==> src/design/tile_column_rle_decoder_core_assert.svh <==
// Assertion macros for the decoder datapath.
// Each macro expects clk_i and rst_ni in scope.
`ifndef TILE_COLUMN_RLE_DECODER_CORE_ASSERT_SVH
`define TILE_COLUMN_RLE_DECODER_CORE_ASSERT_SVH

// Condition holds at every clock edge outside reset.
`define TCRD_ASSERT_ALWAYS(lbl, cond, msg) \
  lbl: assert property (@(posedge clk_i) disable iff (!rst_ni) (cond)) else $error(msg);

// Consequent holds in the same cycle as the antecedent.
`define TCRD_ASSERT_IMP(lbl, ante, cons, msg) \
  lbl: assert property (@(posedge clk_i) disable iff (!rst_ni) (ante) |-> (cons)) \
    else $error(msg);

// Consequent holds in the cycle after the antecedent.
`define TCRD_ASSERT_NEXT(lbl, ante, cons, msg) \
  lbl: assert property (@(posedge clk_i) disable iff (!rst_ni) (ante) |=> (cons)) \
    else $error(msg);

`endif

==> src/design/tcrd_pkg.sv <==
package tcrd_pkg;

  // Geometry of the tile map
  localparam int ROWS         = 24;
  localparam int COLUMNS      = 32;
  localparam int RESULT_LIMIT = 24;

  localparam int RowW = (ROWS > 1) ? $clog2(ROWS) : 1;
  localparam int ColW = (COLUMNS > 1) ? $clog2(COLUMNS) : 1;
  localparam int CntW = $clog2(RESULT_LIMIT + 1);

  // Port field widths
  localparam int InDataW   = 8;
  localparam int InUserW   = 2;
  localparam int ColFieldW = 5;
  localparam int RowFieldW = 5;
  localparam int OutPackW  = ColFieldW + RowFieldW + 8 + 1 + 8;
  localparam int OutDataW  = ((OutPackW + 7) / 8) * 8;
  localparam int OutPadW   = OutDataW - OutPackW;

  localparam logic [7:0] ESCAPE_BYTE = 8'hFF;

  // Input command codes
  typedef enum logic [1:0] {
    CMD_DATA    = 2'd0,
    CMD_REPLAY  = 2'd1,
    CMD_RESTART = 2'd2
  } cmd_e;

  // Parser position within a column
  typedef enum logic [1:0] {
    PH_START     = 2'd0,
    PH_BODY      = 2'd1,
    PH_START_ESC = 2'd2,
    PH_BODY_ESC  = 2'd3
  } phase_e;

  // Work that one decoded word leads to
  typedef enum logic [1:0] {
    JOB_STATUS = 2'd0,
    JOB_RUN    = 2'd1,
    JOB_REPLAY = 2'd2
  } job_e;

  // Controller states
  typedef enum logic [2:0] {
    ST_IDLE   = 3'd0,
    ST_DECODE = 3'd1,
    ST_RUN    = 3'd2,
    ST_REPLAY = 3'd3,
    ST_STATUS = 3'd4
  } state_e;

  // Controller to datapath
  typedef struct packed {
    logic latch;
    logic decode;
    logic run_step;
    logic replay_step;
    logic status_step;
  } dp_cmd_t;

  // Datapath to controller
  typedef struct packed {
    job_e job;
    logic can_step;
    logic run_last;
    logic replay_last;
  } dp_stat_t;

endpackage

==> src/design/tcrd_ctrl.sv <==
module tcrd_ctrl (
  input  logic               clk_i,
  input  logic               rst_ni,
  input  logic               in_valid_i,
  output logic               in_ready_o,
  input  tcrd_pkg::dp_stat_t stat_i,
  output tcrd_pkg::dp_cmd_t  cmd_o
);
  import tcrd_pkg::*;

  state_e state_q, state_d;

  // State register
  always_ff @(posedge clk_i or negedge rst_ni) begin
    if (!rst_ni) begin
      state_q <= ST_IDLE;
    end else begin
      state_q <= state_d;
    end
  end

  // Next state
  always_comb begin
    state_d = state_q;
    unique case (state_q)
      ST_IDLE: begin
        if (in_valid_i) state_d = ST_DECODE;
      end
      ST_DECODE: begin
        unique case (stat_i.job)
          JOB_RUN:    state_d = ST_RUN;
          JOB_REPLAY: state_d = ST_REPLAY;
          default:    state_d = ST_STATUS;
        endcase
      end
      ST_RUN: begin
        if (stat_i.can_step && stat_i.run_last) state_d = ST_IDLE;
      end
      ST_REPLAY: begin
        if (stat_i.can_step && stat_i.replay_last) state_d = ST_IDLE;
      end
      ST_STATUS: begin
        if (stat_i.can_step) state_d = ST_IDLE;
      end
      default: state_d = ST_IDLE;
    endcase
  end

  // Outputs
  always_comb begin
    in_ready_o        = (state_q == ST_IDLE);
    cmd_o.latch       = (state_q == ST_IDLE) && in_valid_i;
    cmd_o.decode      = (state_q == ST_DECODE);
    cmd_o.run_step    = (state_q == ST_RUN) && stat_i.can_step;
    cmd_o.replay_step = (state_q == ST_REPLAY) && stat_i.can_step;
    cmd_o.status_step = (state_q == ST_STATUS) && stat_i.can_step;
  end

endmodule

==> src/design/tcrd_datapath.sv <==
`include "tile_column_rle_decoder_core_assert.svh"

module tcrd_datapath (
  input  logic                          clk_i,
  input  logic                          rst_ni,
  input  tcrd_pkg::dp_cmd_t             cmd_i,
  output tcrd_pkg::dp_stat_t            stat_o,
  input  logic [tcrd_pkg::InUserW-1:0]  in_cmd_i,
  input  logic [tcrd_pkg::InDataW-1:0]  in_byte_i,
  output logic                          out_valid_o,
  input  logic                          out_ready_i,
  output logic [tcrd_pkg::OutDataW-1:0] out_data_o,
  output logic                          out_user_o,
  output logic                          out_last_o
);
  import tcrd_pkg::*;

  // Latched input word
  logic [InUserW-1:0] cmd_q;
  logic [7:0]         byte_q;

  // Decoder state
  phase_e         phase_q, phase_d;
  logic [7:0]     prev_q, prev_d;
  logic [RowW-1:0] row_q, row_d;
  logic [ColW-1:0] col_q, col_d;
  logic [7:0]     pend_q, pend_d;
  logic           ended_q, ended_d;
  logic [7:0]     store_q [ROWS];
  logic [7:0]     store_d [ROWS];

  // Current job
  logic [7:0]     tile_q, tile_d;
  logic [7:0]     runcnt_q, runcnt_d;
  logic [CntW-1:0] cnt_q, cnt_d;
  job_e           job;

  // Output register
  logic                out_valid_q, out_valid_d;
  logic [OutDataW-1:0] out_data_q, out_data_d;
  logic                out_user_q, out_user_d;
  logic                out_last_q, out_last_d;

  logic            is_esc;
  logic            row_end;
  logic [ColW-1:0] col_next;
  logic            emit_en;
  logic            any_step;
  logic            load;
  logic            step_last;
  logic [7:0]      emit_tile;

  assign is_esc   = (byte_q == ESCAPE_BYTE);
  assign row_end  = (row_q == RowW'(ROWS - 1));
  assign col_next = (col_q == ColW'(COLUMNS - 1)) ? '0 : col_q + 1'b1;
  assign emit_en  = (cnt_q < CntW'(RESULT_LIMIT));
  assign any_step = cmd_i.run_step || cmd_i.replay_step || cmd_i.status_step;
  assign load     = any_step && emit_en;

  // Classify the latched word
  always_comb begin
    job = JOB_STATUS;
    unique case (cmd_q)
      CMD_DATA: begin
        if (!ended_q && (pend_q == '0)) begin
          unique case (phase_q)
            PH_START, PH_BODY: job = is_esc ? JOB_STATUS : JOB_RUN;
            PH_START_ESC:      job = is_esc ? JOB_STATUS : JOB_REPLAY;
            PH_BODY_ESC:       job = (byte_q == '0) ? JOB_STATUS : JOB_RUN;
          endcase
        end
      end
      CMD_REPLAY: begin
        if (!ended_q && (pend_q != '0)) job = JOB_REPLAY;
      end
      default: job = JOB_STATUS;
    endcase
  end

  // Status toward the controller
  assign stat_o.job         = job;
  assign stat_o.can_step    = !out_valid_q || out_ready_i || !emit_en;
  assign stat_o.run_last    = (runcnt_q == 8'd1) || row_end;
  assign stat_o.replay_last = row_end;

  // Decode and step updates
  always_comb begin
    phase_d  = phase_q;
    prev_d   = prev_q;
    row_d    = row_q;
    col_d    = col_q;
    pend_d   = pend_q;
    ended_d  = ended_q;
    store_d  = store_q;
    tile_d   = tile_q;
    runcnt_d = runcnt_q;
    cnt_d    = cnt_q;

    if (cmd_i.decode) begin
      cnt_d = '0;
      unique case (cmd_q)
        CMD_DATA: begin
          if (!ended_q && (pend_q == '0)) begin
            unique case (phase_q)
              PH_START, PH_BODY: begin
                if (is_esc) begin
                  phase_d = (phase_q == PH_START) ? PH_START_ESC : PH_BODY_ESC;
                end else begin
                  phase_d  = PH_BODY;
                  prev_d   = byte_q;
                  tile_d   = byte_q;
                  runcnt_d = 8'd1;
                end
              end
              PH_START_ESC: begin
                if (is_esc) begin
                  ended_d = 1'b1;
                  phase_d = PH_START;
                end else begin
                  // a count of zero replays once, like a count of one
                  pend_d = (byte_q == '0) ? '0 : byte_q - 8'd1;
                end
              end
              PH_BODY_ESC: begin
                tile_d   = prev_q;
                prev_d   = byte_q;
                phase_d  = PH_BODY;
                runcnt_d = byte_q;
              end
            endcase
          end
        end
        CMD_REPLAY: begin
          if (!ended_q && (pend_q != '0)) pend_d = pend_q - 8'd1;
        end
        CMD_RESTART: begin
          phase_d = PH_START;
          prev_d  = '0;
          row_d   = '0;
          col_d   = '0;
          pend_d  = '0;
          ended_d = 1'b0;
          store_d = '{default: '0};
        end
        default: ;
      endcase
    end

    // Write one run tile into the column store
    if (cmd_i.run_step) begin
      store_d[row_q] = tile_q;
      runcnt_d       = runcnt_q - 8'd1;
    end

    // Advance the row, wrap into the next column at the bottom
    if (cmd_i.run_step || cmd_i.replay_step) begin
      if (row_end) begin
        row_d   = '0;
        col_d   = col_next;
        phase_d = PH_START;
      end else begin
        row_d = row_q + 1'b1;
      end
    end

    if (any_step && emit_en) cnt_d = cnt_q + 1'b1;
  end

  // Result word contents
  always_comb begin
    priority if (cmd_i.run_step) begin
      emit_tile = tile_q;
      step_last = stat_o.run_last;
    end else if (cmd_i.replay_step) begin
      emit_tile = store_q[row_q];
      step_last = row_end;
    end else begin
      emit_tile = '0;
      step_last = 1'b1;
    end
  end

  always_comb begin
    out_data_d  = out_data_q;
    out_user_d  = out_user_q;
    out_last_d  = out_last_q;
    out_valid_d = out_valid_q;
    if (load) begin
      out_data_d  = {OutPadW'(0), pend_q, ended_q, emit_tile,
                     RowFieldW'(row_q), ColFieldW'(col_q)};
      out_user_d  = !cmd_i.status_step;
      out_last_d  = step_last || (cnt_q == CntW'(RESULT_LIMIT - 1));
      out_valid_d = 1'b1;
    end else if (out_ready_i) begin
      out_valid_d = 1'b0;
    end
  end

  // Control and state registers
  always_ff @(posedge clk_i or negedge rst_ni) begin
    if (!rst_ni) begin
      phase_q     <= PH_START;
      prev_q      <= '0;
      row_q       <= '0;
      col_q       <= '0;
      pend_q      <= '0;
      ended_q     <= 1'b0;
      store_q     <= '{default: '0};
      cnt_q       <= '0;
      out_valid_q <= 1'b0;
    end else begin
      phase_q     <= phase_d;
      prev_q      <= prev_d;
      row_q       <= row_d;
      col_q       <= col_d;
      pend_q      <= pend_d;
      ended_q     <= ended_d;
      store_q     <= store_d;
      cnt_q       <= cnt_d;
      out_valid_q <= out_valid_d;
    end
  end

  // Payload registers
  always_ff @(posedge clk_i) begin
    if (cmd_i.latch) begin
      cmd_q  <= in_cmd_i;
      byte_q <= in_byte_i;
    end
    tile_q     <= tile_d;
    runcnt_q   <= runcnt_d;
    out_data_q <= out_data_d;
    out_user_q <= out_user_d;
    out_last_q <= out_last_d;
  end

  assign out_valid_o = out_valid_q;
  assign out_data_o  = out_data_q;
  assign out_user_o  = out_user_q;
  assign out_last_o  = out_last_q;

  `TCRD_ASSERT_ALWAYS(a_row_in_range, row_q <= RowW'(ROWS - 1), "row index past column end")
  `TCRD_ASSERT_ALWAYS(a_one_step,
    $onehot0({cmd_i.run_step, cmd_i.replay_step, cmd_i.status_step}),
    "more than one step in a cycle")
  `TCRD_ASSERT_IMP(a_step_has_room, any_step, stat_o.can_step,
    "step issued while the result register is blocked")
  `TCRD_ASSERT_IMP(a_no_replay_after_end, pend_q != '0, !ended_q,
    "replays pending after level end")
  `TCRD_ASSERT_NEXT(a_load_shows, load, out_valid_q, "loaded result word not presented")

endmodule

==> src/design/tile_column_rle_decoder_core.sv <==
// Tile column run-length decoder.
// Input channel s_axis: one word per level byte or command. tuser carries
// the command (data byte, replay one pending column, restart level), tdata
// the level byte. Output channel m_axis: one word per tile write, or one
// status word when an input writes no tile; tlast marks the final word of
// each input, tuser marks a tile write.
// Timing: an input word is taken in the idle state, decoded in the next
// cycle, and its results leave one per cycle after that while
// m_axis_tready stays high; each result is registered. A literal or status
// word gives one result, a column replay ROWS results. Only one result
// step is taken per cycle, writing the column store or reading it by row.
// Reset: the parser returns to column start at column 0 row 0, the stored
// previous column reads as all zero tiles, no replays pend. A restart
// command does the same and answers with one status word.
// Stall: the result register holds while m_axis_tready is low and the
// decoder waits with it; a new input word is taken as soon as the last
// result of the previous one sits in the result register.
module tile_column_rle_decoder_core (
  input  logic                          clk_i,
  input  logic                          rst_ni,
  input  logic                          s_axis_tvalid,
  output logic                          s_axis_tready,
  input  logic [tcrd_pkg::InDataW-1:0]  s_axis_tdata,  // [7:0] level_byte
  input  logic [tcrd_pkg::InUserW-1:0]  s_axis_tuser,  // [1:0] command
  output logic                          m_axis_tvalid,
  input  logic                          m_axis_tready,
  // [4:0] column, [9:5] row, [17:10] tile, [18] level_ended,
  // [26:19] repeats_left, [31:27] zero
  output logic [tcrd_pkg::OutDataW-1:0] m_axis_tdata,
  output logic                          m_axis_tuser,  // [0] tile_valid
  output logic                          m_axis_tlast   // last
);
  import tcrd_pkg::*;

  dp_cmd_t  dp_cmd;
  dp_stat_t dp_stat;

  // Sequencer
  tcrd_ctrl u_ctrl (
    .clk_i      (clk_i),
    .rst_ni     (rst_ni),
    .in_valid_i (s_axis_tvalid),
    .in_ready_o (s_axis_tready),
    .stat_i     (dp_stat),
    .cmd_o      (dp_cmd)
  );

  // Parser state, column store and result register
  tcrd_datapath u_datapath (
    .clk_i       (clk_i),
    .rst_ni      (rst_ni),
    .cmd_i       (dp_cmd),
    .stat_o      (dp_stat),
    .in_cmd_i    (s_axis_tuser),
    .in_byte_i   (s_axis_tdata),
    .out_valid_o (m_axis_tvalid),
    .out_ready_i (m_axis_tready),
    .out_data_o  (m_axis_tdata),
    .out_user_o  (m_axis_tuser),
    .out_last_o  (m_axis_tlast)
  );

endmodule

==> config.mk <==
export PLATFORM = sky130hd
export DESIGN_NAME = tile_column_rle_decoder_core
export DESIGN_NICKNAME = d
export VERILOG_FILES = /design/src/design/tcrd_pkg.sv /design/src/design/tcrd_ctrl.sv /design/src/design/tcrd_datapath.sv /design/src/design/tile_column_rle_decoder_core.sv
export VERILOG_INCLUDE_DIRS = /design/src /design/src/design
export SDC_FILE = /design/constraint.sdc
export NUM_CORES = 1
export LEC_CHECK = 0
export BUFFER_PORTS_ARGS = -buffer_cell sky130_fd_sc_hd__buf_2
export CAP_MARGIN = 20
export CELL_PAD_IN_SITES_DETAIL_PLACEMENT = 1
export CELL_PAD_IN_SITES_GLOBAL_PLACEMENT = 1
export CORE_MARGIN = 2
export CORE_UTILIZATION = 40
export CTS_CLUSTER_DIAMETER = 40
export DETAILED_ROUTE_END_ITERATION = 7
export PLACE_DENSITY = 0.78
export SYNTH_ARGS = -nofsm -noshare
export SYNTH_HDL_FRONTEND = slang
export SYNTH_SLANG_ARGS = --single-unit
export TNS_END_PERCENT = 100
==> constraint.sdc <==
create_clock -name clk_i -period 2.22 [get_ports clk_i]
set_input_delay 0.333 -clock clk_i [delete_from_list [all_inputs] [get_ports clk_i]]
set_output_delay 0.333 -clock clk_i [all_outputs]
set_load 0.005 [all_outputs]
==> flow_metrics.tcl, run 1 <==
set metrics [dict create \
    status "finished, violations left" \
    violations "setup timing" \
    min_path_type "primary input to flop" \
    grt_use_met1_pct 31.6 \
    grtUsageMet3_pct 3.47 \
    areaGrowthSynthToFinish_pct 22.4 \
    critPathArrivalTime_ns 2.60 \
    finalSetupViolations 1 \
    yosysSeqAreaShare_pct 53.5 \
    drt_pass1_iterations 4 \
    powerDensity_nw_per_um2 1250 \
    startpoint "u_datapath.row_q[0]$_DFFE_PN0P_" \
    track_usage_pct 25.0 \
    crit_path_start_kind "flop" \
    grt_pass1_wl_um 70000 \
    grt_busiest_layer "met2" \
    crit_family "flip-flops" \
    grt_use_met2_pct 43.1 \
    overflow 0 \
    antenna_found_initial 0 \
    fp.dieW_um 190 \
    path_clk_slew_ns 0.06 \
    synth_edf_count 55 \
    max-slew-margin-rel_pct 53.2 \
    vias 11517 \
    reg2reg_from "u_datapath.row_q[0]$_DFFE_PN0P_" \
    synthCells 1396 \
    grt_max_degree 62 \
    fp.dieArea_um2 36100 \
    worst_pin_slew_ns 0.701 \
    worst_path_largest_cell_delay_ns 0.55 \
    first_iter_violations 798 \
    final_antenna_net_count 0 \
    wire_per_inst_um 22.3 \
    tritoncts "done" \
    synth-async-reset-ratio_pct 80.7 \
    dpl.hpwl_um 29900 \
    clock_latency_ns 0.56 \
    port-buffer-count 44 \
    cap_violations 0 \
    placedCellCount 1906 \
    vias_per_cell 5.75 \
    ios 50 \
    rrSetupSlack_ns -0.09 \
    crit_end "u_datapath.out_data_o[10]$_DFFE_PP_" \
    start_util_pct 40.4 \
    synth_area_per_cell_um2 9.92 \
    crit_chain "buf_12 > buf_4 > mux2i_1 > o22ai_1 > nor4_2 > a21oi_1" \
    synth.distinct_cells 64 \
    htreeDepth 2 \
    core_area_um2 34300 \
    rsz0062_at_grt "true" \
    synth_area_leaders "dfrtp_1, edfxtp_1, nand2_1, mux2i_1, o21ai_0" \
    critical_path_class "flop to flop" \
    synth-warning-count 0 \
    die_h_um 190 \
    max_freq_mhz 433 \
    drive_gt1_share_pct 19.8 \
    placed_area_um2 15100 \
    drt_wl_total_um 44700 \
    hold_violations 0 \
    ir_drop_v 0.000932 \
    yosys.area.top_type "dfrtp_1" \
    yosys_most_used_dff "dfrtp_1" \
    postLayoutCellArea_um2 16900 \
    required_ns 2.51 \
    layout_min_cycle_time_ns 2.31 \
    root_buffer "clkbuf_16" \
    crit_path_max_fanout 24 \
    synth.top_cell.area_share_pct 41.6 \
    numClockSinks 285 \
    worst_path_max_delay_cell "dfrtp_4" \
    p_total_w 0.0213 \
    syn_area_um2 13800 \
    num_rows 68 \
    drc 0 \
    grt_pass1_vias 12269 \
    fin_ws_ns -0.0892 \
    clockBufferDepth 3 \
    gp_congestion 0.913 \
    crit_path_end_kind "flop" \
    reg2reg_to "u_datapath.out_data_o[10]$_DFFE_PP_" \
    p_leak_nw 7.23 \
    reg2reg_depth 6 \
    cp_num_cells 6 \
    cts_buffers 44 \
    fin_nets 1545 \
    finalMaxSlewViolations 0 \
    ys_seq_elements 285 \
    skew_ns 0.0230 \
    fin_crit_sh_pct 104 \
    fin_cells 2003 \
    n_antenna_cell 0 \
    fin_util_pct 49.4 \
    crit_buf_inv 2 \
]
## cells in the mapped netlist, types with 3 or more instances
library cell    n
buf_4          19
nor2_1         45
nor3b_1         3
o21ai_0       174
clkbuf_1       33
mux2i_1        89
o22ai_1        42
or4_1           4
mux2_2          8
a211oi_1        3
a31oi_1         5
buf_2          32
nand2b_1        5
ha_1           18
a21oi_1        21
a2111oi_0       7
nor4_1         11
o21ai_2         7
or3_1          14
o21ai_1        66
and2_1          5
o31ai_1         5
nand4_1         6
nand2_1       239
dfrtp_1       230
nor2b_1         4
nand3b_1        4
nor3_4         11
a22o_1          9
buf_6          12
nand3_1       115
inv_1          25
buf_1          16
edfxtp_1       55
xnor2_1         7
inv_2           3
nor4b_1         3
xor2_1          4
nand4b_1        4
nor3_1          7
## worst min-delay path, cell delays in order
cell and delay [ns]:
buf_2 0.09, nand2b_1 0.17, buf_4 0.16, nand2_1 0.05
## registers in the layout, indices dropped and copies added, names as in the netlist, 8 cells and up
signal / flops
u_datapath.pend_q: 8
u_datapath.byte_q: 8
u_datapath.store_q: 192
u_datapath.prev_q: 8
u_datapath.out_data_o: 27
u_datapath.runcnt_q: 8
u_datapath.tile_q: 8
## how the worst min path moves through the flow
stage / from / end / depth (start not counted)
after CTS: m_axis_tready / u_datapath.out_valid_o$_DFFE_PN0P_ / 4
final: m_axis_tready / u_datapath.out_valid_o$_DFFE_PN0P_ / 4
after detailed placement: rst_ni / u_datapath.store_q[178]$_DFF_PN0_ / 1
after global placement: rst_ni / u_datapath.store_q[178]$_DFF_PN0_ / 1
after global routing: m_axis_tready / u_datapath.out_valid_o$_DFFE_PN0P_ / 4
after floorplan: rst_ni / u_ctrl.state_q[0]$_DFFE_PN0P_ / 0
## per-stage QoR
step | hold slack, ns | setup TNS [ns] | setup slack, ns
finish | 0.302 | -0.0892 | -0.0892
global route | 0.330 | -0.979 | -0.104
CTS | 0.293 | 0 | 0.0117
detailed placement | 0.326 | -0.852 | -0.114
global placement | 0.329 | -0.103 | -0.0603
floorplan | 0.0374 | 0 | 0.0106
## area by class of cell
type	instances	area [um^2]
Sequential cell	285	7410
Timing Repair Buffer	178	1480
Clock inverter	29	353
Tap cell	455	569
Fill cell	3788	17300
Multi-Input combinational cell	976	5830
Clock buffer	52	1200
Inverter	28	109
## metal layers
| metal | routed length, um | vias to the layer above |
|---|---|---|
| met5 | 0 | - |
| met4 | 1630 | 0 |
| met3 | 1960 | 101 |
| met2 | 22300 | 306 |
| met1 | 18700 | 5914 |
| li1 | - | 5196 |
## cells in the final DEF (no fill, tap or decap), drive strengths merged, types with 5 or more instances in the layout
cell	n
o31ai	5
ha	18
a21oi	21
dfrtp	230
clkinvlp	7
mux2i	89
edfxtp	55
and2	5
nand4	6
xnor2	7
o21ai	247
or3	14
nor4	13
clkbuf	52
o22ai	42
a31oi	5
a22o	9
inv	32
clkinv	12
nand2b	5
nand3	115
a2111oi	7
conb	5
nand2	239
nor2	46
bufinv	6
mux2	8
nor3	18
dlygate4sd3	11
buf	167
## where the power goes
part	switching, W	internal [W]	total [W]	leakage, nW
combinational	0.00354	0.00242	0.00596	2.85
sequential	0.00108	0.00695	0.00802	3.63
clock	0.00267	0.00461	0.00728	0.753
total	0.00728	0.0140	0.0213	7.23
## kinds of logic after synthesis
family          Yosys count  synth area share [%]
compound gates          353                  14.4
xor+xnor                 11                 0.696
fa+ha+maj                18                  1.63
buf+inv                 140                  5.25
flops                   285                  53.5
mux                      97                  7.09
other cells               1                0.0271
simple gates            491                  17.4
## timing repair
action                                  CTS  global route
endpoints found under the setup margin   22            68
pin swaps                                 0             3
hold endpoints to repair                 65             0
resized for setup                         6            20
gates cloned                              0             1
hold buffers                             11             0
setup buffers                             3             1
(Power assumes the default switching activity.)
==> run 2, diff against run 1 <==
Settings changed: BUFFER_PORTS_ARGS -buffer_cell sky130_fd_sc_hd__buf_2 to default, DONT_BUFFER_PORTS from default to 1, PLACE_DENSITY 0.78 to 0.76.
==> run 2 against run 1 <==
Compared with the run above: clock skew increased by 0.0036 ns; critical path depth unchanged; critical endpoint is now u_datapath.out_data_o[16]$_DFFE_PP_; sequential share of layout area rose by 0.22 points; the flow finishes with violations (hold timing, setup timing); global-route usage is 0.68 points lower; utilization shrank 0.25 points; hold slack got worse by 0.83 ns.
==> flow_metrics.tcl, run 2 (synthesized netlist as in run 1, its figures left out) <==
set metrics [dict create \
    core_area_um2 34300 \
    crit_family "compound AO/OA/AOI/OAI gates" \
    startpoint "u_datapath.row_q[0]$_DFFE_PN0P_" \
    multi_input_area_um2 5850 \
    finalMaxSlewViolations 0 \
    rsz0062_at_grt "true" \
    min_path_type "primary input to async pin" \
    ctsHoldBuffers 10 \
    critical_path_class "flop to flop" \
    finalSetupViolations 2 \
    powerDensity_nw_per_um2 1270 \
    htreeDepth 2 \
    placed_area_um2 14900 \
    reg2reg_to "u_datapath.out_data_o[16]$_DFFE_PP_" \
    rrSetupSlack_ns -0.15 \
    p_leak_nw 7.10 \
    largest_reg_flops 192 \
    clock_latency_ns 0.59 \
    numClockSinks 285 \
    fin_crit_sh_pct 107 \
    worst_path_largest_cell_delay_ns 0.54 \
    critPathArrivalTime_ns 2.65 \
    status "finished, violations left" \
    start_util_pct 40.4 \
    grt_use_met1_pct 31.3 \
    cts_buffers 50 \
    final_common_cell "nand2_1" \
    drt_pass1_iterations 5 \
    port-buffer-count 0 \
    track_usage_pct 24.3 \
    clockBufferDepth 3 \
    reg2reg_from "u_datapath.row_q[0]$_DFFE_PN0P_" \
    fin_util_pct 49.2 \
    n_antenna_cell 0 \
    fin_ws_ns -0.153 \
    antenna_found_initial 0 \
    tritoncts "done" \
    grt_pass1_wl_um 67800 \
    vias 11313 \
    grt_use_met2_pct 40.2 \
    drive_gt1_share_pct 18.3 \
    max-slew-margin-rel_pct 56.8 \
    areaGrowthSynthToFinish_pct 21.8 \
    root_buffer "clkbuf_16" \
    skew_ns 0.0266 \
    crit_path_start_kind "flop" \
    first_iter_violations 920 \
    grtUsageMet3_pct 4.06 \
    cap_violations 0 \
    drc 0 \
    fp.dieArea_um2 36100 \
    largest-register "u_datapath.store_q" \
    fin_nets 1512 \
    crit_path_max_fanout 33 \
    drt_wl_total_um 44000 \
    wire_per_inst_um 22.3 \
    crit_buf_inv 2 \
    vias_per_cell 5.73 \
    layout_min_cycle_time_ns 2.37 \
    seqCellArea_um2 7410 \
    layout_common_cells "nand2_1, dfrtp_1, o21ai_0" \
    path_clk_slew_ns 0.05 \
    num_rows 68 \
    required_ns 2.50 \
    max_freq_mhz 421 \
    nFillCells 3702 \
    crit_path_end_kind "flop" \
    gp_congestion 0.865 \
    postLayoutCellArea_um2 16900 \
    violations "hold timing, setup timing" \
    dpl.hpwl_um 28100 \
    reg2reg_depth 6 \
    crit_chain "buf_16 > mux2i_4 > o22ai_2 > a2111oi_2 > buf_4 > a21oi_1" \
    hold_violations 230 \
    final_antenna_net_count 0 \
    worst_path_max_delay_cell "a2111oi_2" \
    die_h_um 190 \
    overflow 0 \
    worst_pin_slew_ns 0.648 \
    grt_busiest_layer "met2" \
    p_total_w 0.0214 \
    ios 50 \
    grt_pass1_vias 12075 \
    holdWs_ns -0.527 \
    fp.dieW_um 190 \
    ir_drop_v 0.000704 \
    grt_max_degree 231 \
]
[run 2: worst register-to-register path: stages, from the launching register on]
cell and delay [ns]:
dfrtp_4 0.48, buf_16 0.24, mux2i_4 0.37, o22ai_2 0.12
a2111oi_2 0.54, buf_4 0.19, a21oi_1 0.13
[run 2: worst max-delay path by stage]
stage,cells past startpoint,to,slack (ns)
after detailed placement,6,u_datapath.out_data_o[16]$_DFFE_PP_,-0.21
after global routing,6,u_datapath.out_data_o[16]$_DFFE_PP_,-0.14
after floorplan,11,u_datapath.store_q[111]$_DFF_PN0_,0.01
after CTS,11,u_ctrl.state_q[2]$_DFFE_PN0P_,-0.05
after global placement,6,u_datapath.out_data_o[16]$_DFFE_PP_,-0.21
final,6,u_datapath.out_data_o[16]$_DFFE_PP_,-0.15
[run 2: what timing repair did]
item | in CTS | in global routing
resized for setup | 15 | 22
endpoints found under the hold margin | 240 | 230
pin swaps | 4 | 7
cloned | 0 | 0
buffers inserted | 3 | 8
endpoints found under the setup margin | 48 | 116
[run 2: power by group]
group / switching, W / internal (W)
Clock: 0.00280 / 0.00466
Combinational: 0.00345 / 0.00241
Sequential: 0.00113 / 0.00696
Total: 0.00738 / 0.0140
[run 2: final cells by class]
type | instances | area share, %
sequential | 285 | 44.0
multi-input combinational | 975 | 34.7
clock buffer | 63 | 8.20
timing repair buffer | 140 | 7.66
tap | 455 | 3.38
clock inverter | 27 | 1.45
inverter | 28 | 0.646
[run 2: metrics by stage]
stage          cells  TNS (ns)  hold WS, ns  setup WS [ns]
6_report        1973    -0.220       -0.527         -0.153
5_1_grt         1973    -0.687       -0.553         -0.137
4_1_cts         1965   -0.0517       -0.565        -0.0517
3_5_place_dp    1862    -0.517       0.0494         -0.208
3_3_place_gp    1862    -0.206       0.0533         -0.206
2_1_floorplan   1400         0       0.0374         0.0106
[run 2: routing by layer]
| metal | wire length [um] | vias up |
|---|---|---|
| met5 | 64 | - |
| met4 | 1760 | 2 |
| met3 | 2140 | 119 |
| met2 | 21300 | 314 |
| met1 | 18800 | 5740 |
| li1 | - | 5138 |
==> run 3, diff against run 2 <==
Settings changed: BUFFER_PORTS_ARGS from default to -buffer_cell sky130_fd_sc_hd__buf_2, CELL_PAD_IN_SITES_DETAIL_PLACEMENT 1 to default, CELL_PAD_IN_SITES_GLOBAL_PLACEMENT 1 to default, DONT_BUFFER_PORTS 1 to default, PLACE_DENSITY 0.76 to 0.66.
Clock period 2.22 ns to 1.9 ns, I/O delays scaled along.
==> run 3 against run 2 <==
Compared with the run above: the flow finishes with violations (setup timing); sequential cell count stayed put; clock-buffer cell count is 12 lower; critical path depth rose by 1; non-clock buffer count is 137 higher; global-route usage fell by 1.2 points; largest cell class unchanged; hold slack better by 0.76 ns; routed wire length about the same; total power rose by 23%; largest power group unchanged; utilization increased by 6.1 points; sequential share of layout area down 4.8 points.
==> flow_metrics.tcl, run 3 (synthesized netlist as in run 1, its figures left out) <==
set metrics [dict create \
    start_util_pct 40.4 \
    track_usage_pct 23.1 \
    worst_path_largest_cell_delay_ns 0.54 \
    crit_path_max_fanout 8 \
    port-buffer-count 44 \
    violations "setup timing" \
    clockBufferDepth 3 \
    finalMaxSlewViolations 0 \
    crit_top_cell "buf_12" \
    final_antenna_net_count 0 \
    first_iter_violations 1272 \
    crit_end "u_datapath.out_data_o[12]$_DFFE_PP_" \
    root_buffer "clkbuf_16" \
    die_h_um 190 \
    overflow 0 \
    startpoint "u_datapath.row_q[0]$_DFFE_PN0P_" \
    required_ns 2.18 \
    crit_path_end_kind "flop" \
    cts_buffers 42 \
    vias_per_cell 5.70 \
    largest_reg_flops 192 \
    antenna_found_initial 0 \
    skew_ns 0.0188 \
    fp.dieArea_um2 36100 \
    p_leak_nw 7.94 \
    tns_ns -2.62 \
    clock_latency_ns 0.55 \
    fp.dieW_um 190 \
    max_freq_mhz 486 \
    areaGrowthSynthToFinish_pct 36.9 \
    worst_pin_slew_ns 0.683 \
    hold_violations 0 \
    drt_wl_total_um 44100 \
    gp_congestion 0.907 \
    path_clk_slew_ns 0.06 \
    crit_path_start_kind "flop" \
    rrSetupSlack_ns -0.16 \
    critPathArrivalTime_ns 2.34 \
    wire_per_inst_um 21.0 \
    ir_drop_v 0.000856 \
    fin_util_pct 55.3 \
    status "finished, violations left" \
    dpl.hpwl_um 27000 \
    ios 50 \
    fin_cells 2100 \
    critical_path_class "flop to flop" \
    placedCellCount 1969 \
    rsz0062_at_grt "true" \
    vias 11977 \
    fin_ws_ns -0.159 \
    min_path_type "primary input to flop" \
    fin_nets 1643 \
    grt_max_degree 66 \
    grt_pass1_wl_um 64800 \
    reg2reg_depth 7 \
    reg2reg_from "u_datapath.row_q[0]$_DFFE_PN0P_" \
    finalSetupViolations 63 \
    reg2reg_to "u_datapath.out_data_o[12]$_DFFE_PP_" \
    fin_crit_sh_pct 108 \
    htreeDepth 2 \
    cap_violations 0 \
    grt_pass1_vias 11500 \
    drc 0 \
    crit_chain "buf_12 > buf_12 > mux2i_2 > o22ai_2 > nor4_4 > buf_4 > a21oi_1" \
    max-slew-margin-rel_pct 54.4 \
    tritoncts "done" \
    n_antenna_cell 0 \
    numClockSinks 285 \
    drive_gt1_share_pct 34.2 \
    num_rows 68 \
    layout_common_cells "nand2_1, dfrtp_1, buf_4" \
    layout_min_cycle_time_ns 2.06 \
    powerDensity_nw_per_um2 1390 \
    drt_pass1_iterations 7 \
    final_common_cell "nand2_1" \
    core_area_um2 34300 \
    largest-register "u_datapath.store_q" \
    worst_path_max_delay_cell "dfrtp_4" \
]
run 3: critical path, delay by kind of cell, from the launching register on:
kind	cells	cell delay (ns)
buf+inv	3	0.49
mux	1	0.22
flops	1	0.54
compound gates	2	0.19
simple gates	1	0.34
run 3: repair_timing:
item	in CTS	in global routing
pin swaps	62	65
cloned	10	12
hold buffers	11	0
resized for setup	147	172
setup buffers	10	13
hold endpoints to repair	67	0
setup endpoints to repair	121	234
run 3: how the worst min path moves through the flow:
stage | start | endpoint | cells past startpoint
2_1_floorplan | rst_ni | u_ctrl.state_q[0]$_DFFE_PN0P_ | 0
3_3_place_gp | rst_ni | u_datapath.store_q[114]$_DFF_PN0_ | 1
3_5_place_dp | rst_ni | u_datapath.store_q[114]$_DFF_PN0_ | 1
4_1_cts | m_axis_tready | u_datapath.out_valid_o$_DFFE_PN0P_ | 4
5_1_grt | m_axis_tready | u_datapath.out_valid_o$_DFFE_PN0P_ | 4
6_report | m_axis_tready | u_datapath.out_valid_o$_DFFE_PN0P_ | 4
run 3: per-layer routing:
layer / GRT usage, % / share of wire [%]
met1: 30.5 / 41
met4: 10.4 / 4.7
met2: 37.2 / 48
met3: 4.00 / 7.2
met5: 0 / 0
run 3: cell type report:
| class | instances | area, um^2 |
|---|---|---|
| Sequential cell | 285 | 7420 |
| Tap cell | 455 | 569 |
| Multi-Input combinational cell | 977 | 6690 |
| Fill cell | 2854 | 15300 |
| Timing Repair Buffer | 277 | 2730 |
| Inverter | 28 | 128 |
| Clock inverter | 27 | 299 |
| Clock buffer | 51 | 1120 |
run 3: where the power goes:
| group | switching, W | internal (W) |
|---|---|---|
| Combinational | 0.00486 | 0.00429 |
| Sequential | 0.00122 | 0.00812 |
| Clock | 0.00307 | 0.00472 |
| Total | 0.00914 | 0.0171 |
run 3: metrics by stage:
stage	total power, W	worst slack, ns	cell area [um^2]	hold WS, ns
after CTS	0.0255	-0.148	18100	0.225
after floorplan	0.0133	-0.236	14100	-0.0106
after global routing	0.0274	-0.254	19000	0.252
after detailed placement	0.0166	-0.276	15900	0.289
final	0.0263	-0.159	19000	0.233
after global placement	0.0164	-0.277	15900	0.289
